**src/hdl/pfgrd_pkg.sv**
```systemverilog
// Shared types, constants and codes of the packed framebuffer draw core.
`default_nettype none
package pfgrd_pkg;

  localparam int FB_BYTES = 262144;
  localparam int FB_AW    = $clog2(FB_BYTES);

  // command codes
  localparam logic [1:0] CMD_FILL  = 2'd0;
  localparam logic [1:0] CMD_RECT  = 2'd1;
  localparam logic [1:0] CMD_GLYPH = 2'd2;
  localparam logic [1:0] CMD_READ  = 2'd3;

  // register indexes
  localparam logic [1:0] REG_WIDTH  = 2'd0;
  localparam logic [1:0] REG_HEIGHT = 2'd1;
  localparam logic [1:0] REG_FORMAT = 2'd2;

  localparam int QDEPTH = 4;
  localparam int QAW    = $clog2(QDEPTH);

  typedef struct packed {
    logic [10:0] width;
    logic [10:0] height;
    logic [2:0]  format;
  } cfg_t;

  // one unit of work for the back end
  typedef struct packed {
    logic [1:0]         kind;
    logic signed [13:0] x;
    logic signed [13:0] y;
    logic [10:0]        w;
    logic [10:0]        h;
    logic [17:0]        addr;
    logic               last;
  } job_t;

endpackage
`default_nettype wire

```
**src/hdl/pfgrd_front.sv**
```systemverilog
// Front end: takes commands and splits glyphs into square jobs.
`default_nettype none
module pfgrd_front import pfgrd_pkg::*; (
  input  wire logic               clk,
  input  wire logic               rst_n,
  input  wire logic               start,
  output logic                    busy,
  input  wire logic [1:0]         in_cmd,
  input  wire logic signed [11:0] in_x_pos,
  input  wire logic signed [11:0] in_y_pos,
  input  wire logic [10:0]        in_rect_w,
  input  wire logic [10:0]        in_rect_h,
  input  wire logic [3:0]         in_scale,
  input  wire logic [34:0]        in_glyph_rows,
  input  wire logic [17:0]        in_read_addr,
  input  wire logic               q_full,
  output logic                    q_push,
  output job_t                    q_job
);
  localparam logic ST_IDLE  = 1'b0;
  localparam logic ST_GLYPH = 1'b1;

  logic               state_r, state_nxt;
  logic [34:0]        g_r, g_nxt;
  logic signed [13:0] x_r, x_nxt, y_r, y_nxt;
  logic [3:0]         s_r, s_nxt;
  logic [2:0]         r_r, r_nxt, c_r, c_nxt;
  logic [6:0]         xo_r, xo_nxt, yo_r, yo_nxt;
  logic [4:0]         row;
  logic               bit_set, last_pos;

  assign busy     = (state_r == ST_GLYPH) || q_full;
  assign row      = g_r[4:0];
  assign bit_set  = row[3'd4 - c_r];
  assign last_pos = (r_r == 3'd6) && (c_r == 3'd4);

  always_comb begin
    state_nxt = state_r;
    g_nxt = g_r; x_nxt = x_r; y_nxt = y_r; s_nxt = s_r;
    r_nxt = r_r; c_nxt = c_r; xo_nxt = xo_r; yo_nxt = yo_r;
    q_push = 1'b0;
    q_job  = '0;
    unique case (state_r)
      ST_IDLE: begin
        if (start && !q_full) begin
          if (in_cmd == CMD_GLYPH) begin
            state_nxt = ST_GLYPH;
            g_nxt  = in_glyph_rows;
            x_nxt  = 14'(in_x_pos);
            y_nxt  = 14'(in_y_pos);
            s_nxt  = in_scale;
            r_nxt  = '0; c_nxt = '0; xo_nxt = '0; yo_nxt = '0;
          end else begin
            q_push      = 1'b1;
            q_job.kind  = in_cmd;
            q_job.x     = 14'(in_x_pos);
            q_job.y     = 14'(in_y_pos);
            q_job.w     = in_rect_w;
            q_job.h     = in_rect_h;
            q_job.addr  = in_read_addr;
            q_job.last  = 1'b1;
          end
        end
      end
      ST_GLYPH: begin
        // the final cell always sends a job so the command completes
        q_job.kind = CMD_RECT;
        q_job.x    = x_r + $signed({7'd0, xo_r});
        q_job.y    = y_r + $signed({7'd0, yo_r});
        q_job.w    = bit_set ? {7'd0, s_r} : 11'd0;
        q_job.h    = {7'd0, s_r};
        q_job.last = last_pos;
        if (!((bit_set || last_pos) && q_full)) begin
          q_push = bit_set || last_pos;
          if (last_pos) begin
            state_nxt = ST_IDLE;
          end else if (c_r == 3'd4) begin
            c_nxt  = '0;
            r_nxt  = r_r + 3'd1;
            xo_nxt = '0;
            yo_nxt = yo_r + {3'd0, s_r};
            g_nxt  = g_r >> 5;
          end else begin
            c_nxt  = c_r + 3'd1;
            xo_nxt = xo_r + {3'd0, s_r};
          end
        end
      end
      default: state_nxt = ST_IDLE;
    endcase
  end

  always_ff @(posedge clk) begin
    if (!rst_n) begin
      state_r <= ST_IDLE;
    end else begin
      state_r <= state_nxt;
    end
    g_r <= g_nxt; x_r <= x_nxt; y_r <= y_nxt; s_r <= s_nxt;
    r_r <= r_nxt; c_r <= c_nxt; xo_r <= xo_nxt; yo_r <= yo_nxt;
  end
endmodule
`default_nettype wire

```
**config.mk**
```make
export PLATFORM = sky130hd
export DESIGN_NAME = pfgrd_front
export DESIGN_NICKNAME = d
export VERILOG_FILES = /design/src/hdl/pfgrd_pkg.sv /design/src/hdl/pfgrd_front.sv
export SDC_FILE = /design/constraint.sdc
export NUM_CORES = 1
export LEC_CHECK = 0
export BUFFER_PORTS_ARGS = -buffer_cell sky130_fd_sc_hd__buf_2
export CORE_UTILIZATION = 50
export CTS_BUF_LIST = sky130_fd_sc_hd__clkbuf_8
export CTS_CLUSTER_SIZE = 24
export DETAILED_ROUTE_END_ITERATION = 16
export PLACE_DENSITY_LB_ADDON = 0.05
export SETUP_SLACK_MARGIN = 0.15
export SYNTH_ARGS = -nofsm -noshare
export SYNTH_HDL_FRONTEND = slang
export SYNTH_SLANG_ARGS = --single-unit
```
**constraint.sdc**
```tcl
create_clock -name clk -period 8.3 [get_ports clk]
set_input_delay 0.415 -clock clk [delete_from_list [all_inputs] [get_ports clk]]
set_output_delay 0.415 -clock clk [all_outputs]
set_load 0.05 [all_outputs]
```
==> summary.txt <==
Run status
  – Outcome: completed

Yosys
  – Seq/Total Area, Yosys: 0.510
  – Ys async rst share: 0
  – Yosys cell types: 48
  – Main synth FF type: edfxtp_1
  – Net Count, Synth: 534
  – Post-Synthesis Cells: between 300 and 400
  – Synthesized cell area: ~5000 µm²
  – Area leader, netlist: edfxtp_1
  – Yosys top cell area share: 0.506
  – Yosys Warn Count: 0
  – Syn Area/Cell: 12.5 µm²
  – Post-synthesis register bit count: between 80 and 90
  – Synth area leaders: edfxtp_1, ha_1, mux2_2
  – EDFF count, synth: between 80 and 90

Drt
  – Final antenna-violating net count: 0
  – DR iter-0 viols: 160
  – Routed len/inst: between 15 and 20 µm
  – Via count: ~3800
  – Final WL: about 12 mm
  – Vias per cell: around 5.5
  – Drt pass-1 iters: 4
  – Drt drc: 0

Run
  – Number of max-cap violations: 0

Floorplan
  – # IOs: approximately 180
  – Die Wd: 101 µm
  – Die ar.: ~10000 µm²
  – Placeable core area: roughly 9400 µm²
  – Die Y: approximately 100 µm
  – Row cnt: 35
  – Starting Density: 0.526

STA
  – Final setup TNS: 0 ns
  – Max-slew headroom: 0.152
  – Final WS setup: about 4.8 ns
  – Final Slew Violations: 0
  – RSZ-0062 raised after global routing: false
  – Worst hold slack: around 0.23 ns
  – Worst Tran Pin Value: 1.27 ns
  – Skew final: around 0.017 ns
  – Post-layout min period: between 3 and 4 ns
  – Final number of hold-violating endpoints: 0
  – Setup-failing EPs final: 0
  – Maximum clock frequency: between 200 and 300 MHz
  – Fin crit share: 0.422

GRT
  – Remaining global-route overflow: 0
  – Initial antenna violation count: 1
  – First-pass GRT wire length: between 15 and 20 mm
  – Total track usage: 0.228
  – Largest net degree at the start of global routing: 91
  – Number of global-route vias before repair: between 3000 and 4000

Critical path
  – Worst setup EP type: output port
  – Worst Path Arrival: approximately 3.1 ns
  – Largest stage delay on the critical path: approximately 1.0 ns
  – Crit-path cells: nor2_2, buf_4, and2_1, a32o_1, buf_2
  – Crit start category: flip-flop
  – CP Max Fanout: 90
  – WP data required: ~8 ns
  – FF-to-FF setup slack: ~5.2 ns
  – Slowest cell on crit path: and2_1
  – WS Path Type: flip-flop to output port

Final layout
  – Fin area: ~6200 µm²
  – Final nets: approximately 710
  – Layout Utilization: 0.657
  – Final non-filler cell total: 702
  – Area of the multi-input gates: roughly 2300 µm²
  – Area delta synth->final: 25.0%
  – Commonest non-fill, non-tap cells in the layout: buf_2, edfxtp_1, and3_1
  – Register Area: ~2500 µm²
  – Most common cell after layout, fill and taps aside: buf_2
  – Fillcell total: around 800
  – Layout cells sized above 1: 0.420

Clock network
  – CTS Buf Count: 9
  – Root cell of the clock tree: clkbuf_8
  – # clock sinks: 84
  – CTS Hold Buffers Added: 0
  – Max Buffers Root-to-Sink: 2
  – Depth of the CTS H-tree: 3
  – CTS clk-pin slew, worst paths: 0.10 ns
  – CTS tree: yes
  – Setup repair bufs after CTS: 0
  – Cts repair resizes: 0
  – Worst-Skew Late Latency: 0.36 ns

Place
  – PortBufs: approximately 180
  – Post-DP HPWL: 8.52 mm
  – Placed instance count: 685
  – Cell Area, Placed: approximately 5900 µm²
  – Worst slack at placement: around 5 ns
  – Routability-driven placement congestion ratio: ~0.84

Power
  – P_leak: 2.78 nW
  – VDD IR max: 0.000113 V
  – PD cells: approximately 160 nW/µm²
  – Total power: ~0.99 mW

Hold path
  – Min-delay worst type: input pin to flip-flop
[state kept, by name, indices dropped and copies added, names as in the netlist]
register	count
r_r	3
c_r	3
s_r	4
yo_r	7
g_r	35
x_r	12
state_r	1
y_r	12
xo_r	7
[synthesized netlist by cell type, drive strengths merged, types with 3 or more instances]
library cell  instances
o21a                  4
o21ai                13
nor3                  3
or2                   3
or3                   8
ha                   27
xnor2                12
a21oi                15
nand3                 4
and2                 11
nor2b                 8
edfxtp               83
clkbuf               11
a32o                 10
o21bai                5
mux2                 30
a211oi                4
a21o                  6
buf                  11
inv                   9
xor2                 10
and3                 33
nand2                11
a22o                 24
fa                    4
nor2                 11
[critical path, delay by kind of cell (launching register included)]
kind,cells,cell delay (ns)
compound gates,1,0.28
buf+inv,2,0.56
simple gates,2,1.22
flops,1,0.64
[kinds of logic after synthesis]
kind of cell / after synthesis / synth area share
compound gates: 95 / 0.145
xor+xnor: 22 / 0.0391
fa+ha+maj: 31 / 0.0848
buf+inv: 31 / 0.0272
flops: 84 / 0.510
mux: 31 / 0.0731
simple gates: 100 / 0.121
[metal layers]
| metal | up-vias | part of all wire | track usage |
|---|---|---|---|
| li1 | 1873 | - | - |
| met1 | 1817 | 0.40 | 0.264 |
| met2 | 129 | 0.51 | 0.404 |
| met3 | 24 | 0.052 | 0.0511 |
| met4 | 0 | 0.030 | 0.105 |
| met5 | - | 0 | 0 |
[area by class of cell]
cell class | instances | area share
clock inverter | 7 | 0.0163
antenna | 1 | 0.000406
clock buffer | 9 | 0.0201
tap | 129 | 0.0262
inverter | 9 | 0.00549
sequential | 84 | 0.409
timing repair buffer | 184 | 0.151
multi-input combinational | 279 | 0.372
[where the power goes]
| part | internal, mW | total [mW] | switching (mW) |
|---|---|---|---|
| Clock | 0.172 | 0.327 | 0.156 |
| Sequential | 0.476 | 0.486 | 0.00990 |
| Combinational | 0.0639 | 0.173 | 0.110 |
[final timing paths]
kind,startpoint,end,cells after the start
max reg2reg,c_r[0],g_r[20],8
min reg2reg,g_r[9],g_r[4],1
min,in_scale[1],s_r[1],1
max,state_r,q_job[32],5
No activity file was read; power rests on OpenSTA's default activity.
