## src/hdl/pfgrd_pkg.sv

```systemverilog
// Shared types, constants and codes of the packed framebuffer draw core.
`default_nettype none
package pfgrd_pkg;

  localparam int FB_BYTES = 262144;
  localparam int FB_AW    = $clog2(FB_BYTES);

  // command codes
  localparam logic [1:0] CMD_FILL  = 2'd0;
  localparam logic [1:0] CMD_RECT  = 2'd1;
  localparam logic [1:0] CMD_GLYPH = 2'd2;
  localparam logic [1:0] CMD_READ  = 2'd3;

  // register indexes
  localparam logic [1:0] REG_WIDTH  = 2'd0;
  localparam logic [1:0] REG_HEIGHT = 2'd1;
  localparam logic [1:0] REG_FORMAT = 2'd2;

  localparam int QDEPTH = 4;
  localparam int QAW    = $clog2(QDEPTH);

  typedef struct packed {
    logic [10:0] width;
    logic [10:0] height;
    logic [2:0]  format;
  } cfg_t;

  // one unit of work for the back end
  typedef struct packed {
    logic [1:0]         kind;
    logic signed [13:0] x;
    logic signed [13:0] y;
    logic [10:0]        w;
    logic [10:0]        h;
    logic [17:0]        addr;
    logic               last;
  } job_t;

endpackage
`default_nettype wire

```

## src/hdl/pfgrd_fifo.sv

```systemverilog
// Short job queue between front and back end.
`default_nettype none
module pfgrd_fifo import pfgrd_pkg::*; (
  input  wire logic clk,
  input  wire logic rst_n,
  input  wire logic push,
  input  job_t      din,
  input  wire logic pop,
  output job_t      dout,
  output logic      full,
  output logic      empty
);
  job_t           mem_r [QDEPTH];
  logic [QAW-1:0] wp_r, rp_r;
  logic [QAW:0]   cnt_r;

  assign full  = (cnt_r == (QAW+1)'(QDEPTH));
  assign empty = (cnt_r == '0);
  assign dout  = mem_r[rp_r];

  always_ff @(posedge clk) begin
    if (!rst_n) begin
      wp_r  <= '0;
      rp_r  <= '0;
      cnt_r <= '0;
    end else begin
      if (push) wp_r <= wp_r + 1'b1;
      if (pop)  rp_r <= rp_r + 1'b1;
      cnt_r <= cnt_r + (QAW+1)'(push) - (QAW+1)'(pop);
    end
    if (push) begin
      mem_r[wp_r] <= din;
    end
  end
endmodule
`default_nettype wire

```

## config.mk

```make
export PLATFORM = sky130hd
export DESIGN_NAME = pfgrd_fifo
export DESIGN_NICKNAME = d
export VERILOG_FILES = /design/src/hdl/pfgrd_pkg.sv /design/src/hdl/pfgrd_fifo.sv
export SDC_FILE = /design/constraint.sdc
export NUM_CORES = 1
export LEC_CHECK = 0
export BUFFER_PORTS_ARGS = -buffer_cell sky130_fd_sc_hd__buf_2
export CAP_MARGIN = 20
export CORE_MARGIN = 2
export CORE_UTILIZATION = 35
export DETAILED_ROUTE_END_ITERATION = 16
export PLACE_DENSITY_LB_ADDON = 0.1
export SYNTH_ARGS = -nofsm -noshare
export SYNTH_HDL_FRONTEND = slang
export SYNTH_SLANG_ARGS = --single-unit
```

## constraint.sdc

```tcl
create_clock -name clk -period 2.6 [get_ports clk]
set_clock_uncertainty 0.15 [all_clocks]
set_input_delay 0.26 -clock clk [delete_from_list [all_inputs] [get_ports clk]]
set_output_delay 0.26 -clock clk [all_outputs]
set_load 0.03 [all_outputs]
```

==> impl_metrics.xml, run 1 <==
<?xml version="1.0" encoding="UTF-8"?>
<metrics>
  <group name="hold_path">
    <metric name="hold_class" unit="">input port to register</metric>
  </group>
  <group name="floorplanning">
    <metric name="floorplan.rows" unit="">64</metric>
    <metric name="core_area" unit="um^2">30400</metric>
    <metric name="die-height" unit="um">179</metric>
    <metric name="initial_utilization" unit="%">35.4</metric>
    <metric name="die_x" unit="um">179</metric>
    <metric name="boundaryPins" unit="">148</metric>
    <metric name="die-area" unit="um^2">32200</metric>
  </group>
  <group name="placement">
    <metric name="placedInstanceArea" unit="um^2">12100</metric>
    <metric name="buffer_ports.inserted" unit="">147</metric>
    <metric name="half_perimeter_wire_length_after_placement" unit="mm">12.6</metric>
    <metric name="gp_congestion" unit="">0.684</metric>
  </group>
  <group name="logic_synthesis">
    <metric name="synth.net_count" unit="">496</metric>
    <metric name="synthTopCellsByArea" unit="">edfxtp_1 79%, mux4_2 15%, dfxtp_1 1.7%</metric>
    <metric name="syn_inst" unit="">414</metric>
    <metric name="postSynthRegisterBits" unit="">293</metric>
    <metric name="ys_warn_count" unit="">0</metric>
    <metric name="postSynthAreaPerCell" unit="um^2">26.0</metric>
    <metric name="post_synthesis_instance_area" unit="um^2">10800</metric>
    <metric name="yosysSeqAreaShare" unit="%">80.9</metric>
    <metric name="synth_area_leader_cell" unit="">edfxtp_1</metric>
    <metric name="synth_cell_types" unit="">21</metric>
    <metric name="synth_top_cell_area_share" unit="%">79.2</metric>
  </group>
  <group name="finish">
    <metric name="layout.nets" unit="">750</metric>
    <metric name="syn2layout_area_growth" unit="%">29.1</metric>
    <metric name="antenna_cells" unit="">0</metric>
    <metric name="layout_cell_share_with_drive_strength_beyond_1" unit="%">41.0</metric>
    <metric name="finalInstanceArea" unit="um^2">13900</metric>
  </group>
  <group name="power_and_ir_drop">
    <metric name="power_density" unit="nW/um^2">832</metric>
    <metric name="power_switching" unit="W">0.00264</metric>
    <metric name="switching_part_of_the_total" unit="%">22.8</metric>
    <metric name="power_leakage" unit="nW">4.75</metric>
    <metric name="clock_power_share" unit="%">40.5</metric>
    <metric name="intPower" unit="W">0.00893</metric>
    <metric name="power" unit="W">0.0116</metric>
    <metric name="pwr-share-comb" unit="%">12.0</metric>
    <metric name="pwr-share-seq" unit="%">47.5</metric>
    <metric name="vdd_ir_drop_max" unit="mV">0.462</metric>
  </group>
  <group name="sta">
    <metric name="slew-limit-headroom" unit="%">69.8</metric>
    <metric name="hold_viol" unit="">0</metric>
    <metric name="finalCritPeriodShare" unit="%">95.1</metric>
    <metric name="setup-violations-final" unit="">0</metric>
    <metric name="max_freq" unit="MHz">404</metric>
    <metric name="tightest_slew" unit="ps">453</metric>
    <metric name="report.final.slew_viol_count" unit="">0</metric>
    <metric name="rsz0062_at_grt" unit="">no</metric>
    <metric name="tns" unit="ps">0</metric>
    <metric name="fin_crit" unit="ps">2470</metric>
  </group>
  <group name="setup_path">
    <metric name="crit_required" unit="ps">2190</metric>
    <metric name="critPathCaptureType" unit="">output port</metric>
    <metric name="critical_path.max_fanout" unit="">40</metric>
    <metric name="critical_path_startpoint_category" unit="">register</metric>
    <metric name="path_type_of_the_worst_setup_path" unit="">register to output port</metric>
    <metric name="cp.arrival" unit="ps">2060</metric>
  </group>
  <group name="cts">
    <metric name="post_cts_setup_bufs" unit="">0</metric>
    <metric name="cts_made_buffers" unit="">34</metric>
    <metric name="clockRootBuffer" unit="">clkbuf_16</metric>
    <metric name="h-tree-depth" unit="">2</metric>
    <metric name="ctsLongestPathBuffers" unit="">3</metric>
    <metric name="tritoncts_num_sinks" unit="">293</metric>
    <metric name="insertion_delay" unit="ps">500</metric>
    <metric name="tritoncts_clock_tree" unit="">yes</metric>
    <metric name="cts_hold_buffers" unit="">73</metric>
    <metric name="cts_resized" unit="">0</metric>
    <metric name="clkSlewWorstSetupHoldPaths" unit="ps">60</metric>
  </group>
  <group name="route">
    <metric name="drcViolationCount" unit="">0</metric>
    <metric name="antenna_violating_nets_post_route" unit="">0</metric>
    <metric name="routedWlPerCell" unit="um">19.7</metric>
    <metric name="detailroute.via_count" unit="">5102</metric>
    <metric name="via_per_inst" unit="">4.70</metric>
    <metric name="drt_iter0_markers" unit="">231</metric>
    <metric name="first_pass_iters" unit="">6</metric>
    <metric name="routed_wirelength" unit="mm">21.4</metric>
  </group>
  <group name="global_routing">
    <metric name="overflow" unit="">0</metric>
    <metric name="grt_use_total" unit="%">13.5</metric>
    <metric name="grt_start_max_net_pins" unit="">41</metric>
    <metric name="initial_antenna_violation_count" unit="">0</metric>
    <metric name="grt_first_pass_wirelength" unit="mm">32.0</metric>
    <metric name="global_route.usage.met2" unit="%">21.7</metric>
    <metric name="grt_use_met1" unit="%">18.3</metric>
    <metric name="grt_pass1_vias" unit="">5505</metric>
    <metric name="grt-busiest-layer" unit="">met2</metric>
    <metric name="groute.layer.met3.usage" unit="%">3.04</metric>
  </group>
  <group name="flow_run">
    <metric name="maxCapViolations" unit="">0</metric>
  </group>
  <group name="run_status">
    <metric name="outcome" unit="">complete, no violations</metric>
  </group>
</metrics>
-- path summary, 6_finish.rpt --
| kind | start | to | cells after the start | slack (ps) |
|---|---|---|---|---|
| max | register | dout[65] | 3 | 130 |
| min | push | wp_r[1] | 3 | 30 |
| max reg2reg | cnt_r[0] | cnt_r[2] | 7 | 620 |
| min reg2reg | rp_r[0] | register | 2 | 390 |
-- cell usage after synthesis --
cell type	n
a21bo_2	1
a21oi_1	1
and2_1	6
and3_1	1
buf_1	1
buf_12	7
buf_2	7
buf_6	1
dfxtp_1	9
edfxtp_1	284
fa_1	1
ha_1	6
inv_1	7
mux2i_1	1
mux4_1	1
mux4_2	70
nand3b_1	1
nor2_1	5
nor3_1	1
xnor2_1	2
xor3_1	1
-- flip-flops by register name (all words and copies together) (netlist names), named ones only --
signal and flops:
mem_r 284, cnt_r 3, rp_r 2, wp_r 2
-- power groups by stage --
stage | Sequential [W] | Combinational [W] | Clock, W
2_1_floorplan | 0.00557 | 0.000923 | 0
3_3_place_gp | 0.00558 | 0.00132 | 0
3_5_place_dp | 0.00560 | 0.00134 | 0
4_1_cts | 0.00550 | 0.00143 | 0.00483
5_1_grt | 0.00551 | 0.00150 | 0.00500
6_report | 0.00550 | 0.00139 | 0.00468
-- final cells by class --
class | count | area [um^2]
well taps | 396 | 495
clock inverters | 9 | 120
clock buffers | 49 | 991
multi-input cells | 98 | 1850
repair buffers | 234 | 1700
fillers | 2637 | 16500
inverters | 7 | 26.3
flip-flops and latches | 293 | 8720
-- layer usage --
| layer | part of all wire, % | up-vias | wire length [um] |
|---|---|---|---|
| met5 | 0 | - | 0 |
| met4 | 2.1 | 0 | 440 |
| met3 | 5.3 | 34 | 1130 |
| met2 | 48 | 137 | 10300 |
| met1 | 45 | 2652 | 9590 |
| li1 | - | 2279 | - |
-- through the flow --
| stage | hold slack, ps | cells | setup WS [ps] | utilization [%] |
|---|---|---|---|---|
| after CTS | 11.3 | 1086 | 51.2 | 45.7 |
| after floorplan | 209 | 414 | 585 | - |
| after detailed placement | 327 | 955 | 587 | 39.6 |
| after global routing | 37.4 | 1086 | 0.881 | 45.7 |
| final | 31.6 | 1086 | 126 | 45.7 |
| after global placement | 319 | 955 | 581 | 39.6 |
-- worst max-delay path, cell delays in order (launching register included) --
cell and delay (ps):
dfxtp_4 410, buf_12 340, mux4_2 600, buf_2 200
-- cell families after synthesis --
family	synth area share, %
DFF	80.9
muxes	15.0
buffers and inverters	2.01
and+or+nand+nor	0.698
adders and majority gates	0.883
xor gates and xnor gates	0.384
AOI/OAI and AO/OA	0.139
-- cell usage in the layout (no fill, tap or decap), drive strengths merged --
master	count
edfxtp	284
buf	161
dlygate4sd3	73
mux4	71
clkbuf	49
dfxtp	9
inv	7
ha	6
and2	6
clkinv	6
nor2	5
bufinv	3
xnor2	2
nor3	1
and3	1
a21bo	1
nand3b	1
a21oi	1
mux2i	1
xor3	1
fa	1
Power figures use the tool's default switching activity.
==> inputs of run 2 (changes only) <==
HOLD_SLACK_MARGIN = 0.15   (was not set)
==> impl_metrics.xml, run 2 (same netlist as run 1, synthesis figures left out) <==
<?xml version="1.0" encoding="UTF-8"?>
<metrics>
  <group name="run_status">
    <metric name="outcome" unit="">complete, no violations</metric>
  </group>
  <group name="global_routing">
    <metric name="groute.layer.met3.usage" unit="%">3.02</metric>
    <metric name="grt_start_max_net_pins" unit="">41</metric>
    <metric name="overflow" unit="">0</metric>
    <metric name="grt-busiest-layer" unit="">met2</metric>
    <metric name="initial_antenna_violation_count" unit="">0</metric>
    <metric name="global_route.usage.met2" unit="%">21.8</metric>
    <metric name="grt_first_pass_wirelength" unit="mm">32.0</metric>
    <metric name="grt_use_met1" unit="%">18.3</metric>
    <metric name="grt_pass1_vias" unit="">5517</metric>
    <metric name="grt_use_total" unit="%">13.5</metric>
  </group>
  <group name="floorplanning">
    <metric name="floorplan.rows" unit="">64</metric>
    <metric name="boundaryPins" unit="">148</metric>
    <metric name="initial_utilization" unit="%">35.4</metric>
    <metric name="core_area" unit="um^2">30400</metric>
    <metric name="die_x" unit="um">179</metric>
    <metric name="die-area" unit="um^2">32200</metric>
    <metric name="die-height" unit="um">179</metric>
  </group>
  <group name="finish">
    <metric name="top_flop_regs" unit="">mem_r x284, cnt_r x3</metric>
    <metric name="antenna_cells" unit="">0</metric>
    <metric name="final_cell_mix" unit="">284 x edfxtp_1, 147 x buf_2, 75 x dlygate4sd3_1</metric>
    <metric name="final_cell_count_no_fill" unit="">1088</metric>
    <metric name="layout.nets" unit="">752</metric>
    <metric name="fillers" unit="">2638</metric>
    <metric name="syn2layout_area_growth" unit="%">29.3</metric>
    <metric name="registers.top_by_ff_count" unit="">mem_r</metric>
    <metric name="layout_cell_share_with_drive_strength_beyond_1" unit="%">40.9</metric>
    <metric name="flip_flop_count_of_the_largest_register_all_copies_and_words_added" unit="">284</metric>
    <metric name="final_common_cell" unit="">edfxtp_1</metric>
  </group>
  <group name="flow_run">
    <metric name="maxCapViolations" unit="">0</metric>
  </group>
  <group name="sta">
    <metric name="tns" unit="ps">0</metric>
    <metric name="rsz0062_at_grt" unit="">no</metric>
    <metric name="setup-violations-final" unit="">0</metric>
    <metric name="hold_viol" unit="">0</metric>
    <metric name="finalCritPeriodShare" unit="%">95.3</metric>
    <metric name="tightest_slew" unit="ps">453</metric>
    <metric name="slew-limit-headroom" unit="%">69.8</metric>
    <metric name="fin_crit" unit="ps">2480</metric>
    <metric name="report.final.slew_viol_count" unit="">0</metric>
    <metric name="max_freq" unit="MHz">404</metric>
  </group>
  <group name="cts">
    <metric name="tritoncts_clock_tree" unit="">yes</metric>
    <metric name="clockRootBuffer" unit="">clkbuf_16</metric>
    <metric name="cts_resized" unit="">0</metric>
    <metric name="cts_made_buffers" unit="">34</metric>
    <metric name="tritoncts_num_sinks" unit="">293</metric>
    <metric name="insertion_delay" unit="ps">500</metric>
    <metric name="ctsLongestPathBuffers" unit="">3</metric>
    <metric name="h-tree-depth" unit="">2</metric>
    <metric name="clkSlewWorstSetupHoldPaths" unit="ps">60</metric>
  </group>
  <group name="placement">
    <metric name="half_perimeter_wire_length_after_placement" unit="mm">12.6</metric>
    <metric name="place.detailed.instances" unit="">955</metric>
    <metric name="gp_congestion" unit="">0.684</metric>
    <metric name="buffer_ports.inserted" unit="">147</metric>
  </group>
  <group name="setup_path">
    <metric name="worst_r2r_path_depth" unit="">7</metric>
    <metric name="path_type_of_the_worst_setup_path" unit="">register to output port</metric>
    <metric name="path_buf_inv" unit="">2</metric>
    <metric name="worst_path_dominant_cell_family" unit="">multiplexers</metric>
    <metric name="crit_required" unit="ps">2190</metric>
    <metric name="cp.arrival" unit="ps">2070</metric>
    <metric name="cp_cell_sequence" unit="">buf_12 -&gt; mux4_2 -&gt; buf_2</metric>
    <metric name="critPathCaptureType" unit="">output port</metric>
    <metric name="critical_path.max_fanout" unit="">40</metric>
    <metric name="number_of_stages_on_the_worst_setup_path" unit="">3</metric>
    <metric name="crit_path_max_incr_delay" unit="ps">600</metric>
    <metric name="slowest_stage_cell_cp" unit="">mux4_2</metric>
    <metric name="critical_path_startpoint_category" unit="">register</metric>
  </group>
  <group name="hold_path">
    <metric name="hold_class" unit="">input port to register</metric>
    <metric name="min_path_cells" unit="">2</metric>
  </group>
  <group name="route">
    <metric name="drcViolationCount" unit="">0</metric>
    <metric name="antenna_violating_nets_post_route" unit="">0</metric>
    <metric name="routed_wirelength" unit="mm">21.5</metric>
    <metric name="routedWlPerCell" unit="um">19.7</metric>
    <metric name="via_per_inst" unit="">4.68</metric>
    <metric name="drt_iter0_markers" unit="">252</metric>
    <metric name="detailroute.via_count" unit="">5091</metric>
    <metric name="first_pass_iters" unit="">4</metric>
  </group>
  <group name="power_and_ir_drop">
    <metric name="power_leakage" unit="nW">4.76</metric>
    <metric name="vdd_ir_drop_max" unit="mV">0.461</metric>
    <metric name="power_density" unit="nW/um^2">831</metric>
  </group>
</metrics>
run 2: final cells by class:
cell class                 count  area [um^2]  area share (%)
timing repair buffer         236         1720            12.3
inverter                       7         26.3           0.189
tap                          396          495            3.56
multi-input combinational     98         1850            13.3
clock buffer                  49          991            7.12
clock inverter                 9          120           0.863
sequential                   293         8720            62.6
run 2: metal layers:
| metal | vias to the layer above | routed length, um |
|---|---|---|
| met1 | 2640 | 9650 |
| met3 | 34 | 1090 |
| met4 | 0 | 439 |
| met5 | - | 0 |
| met2 | 132 | 10300 |
| li1 | 2285 | - |
run 2: worst register-to-register path, cell delays in order, from the launching register on:
cell and delay, ps:
dfxtp_1 330, inv_1 60, ha_1 270, inv_1 40, ha_1 190, fa_1 410
xor3_1 390, nor2_1 40
run 2: what timing repair did:
item | 4_1_cts | 5_1_grt
hold buffers | 75 | 0
buffers inserted | 0 | 0
endpoints found under the hold margin | 293 | 0
run 2: report_power, final:
part           internal, W  total [W]  switching [W]
clock              0.00293    0.00468        0.00174
combinational     0.000568    0.00140       0.000827
sequential         0.00543    0.00550      0.0000688
total              0.00893     0.0116        0.00264
run 2: metrics by stage:
step | power (W) | util [%] | setup slack (ps) | cell area, um^2 | hold slack (ps)
global route | 0.0120 | 45.7 | 0.881 | 13900 | 356
global placement | 0.00690 | 39.6 | 581 | 12100 | 319
detailed placement | 0.00693 | 39.6 | 587 | 12100 | 327
finish | 0.0116 | 45.7 | 122 | 13900 | 364
CTS | 0.0118 | 45.7 | 51.2 | 13900 | 332
floorplan | 0.00649 | - | 585 | 10800 | 209
run 2: path summary, 6_finish.rpt:
kind / startpoint / endpoint / slack [ps]
setup reg to reg: cnt_r[0] / cnt_r[2] / 620
hold / removal: din[48] / mem_r[2][48] / 360
hold reg to reg: rp_r[1] / register / 390
setup / recovery: register / dout[65] / 120
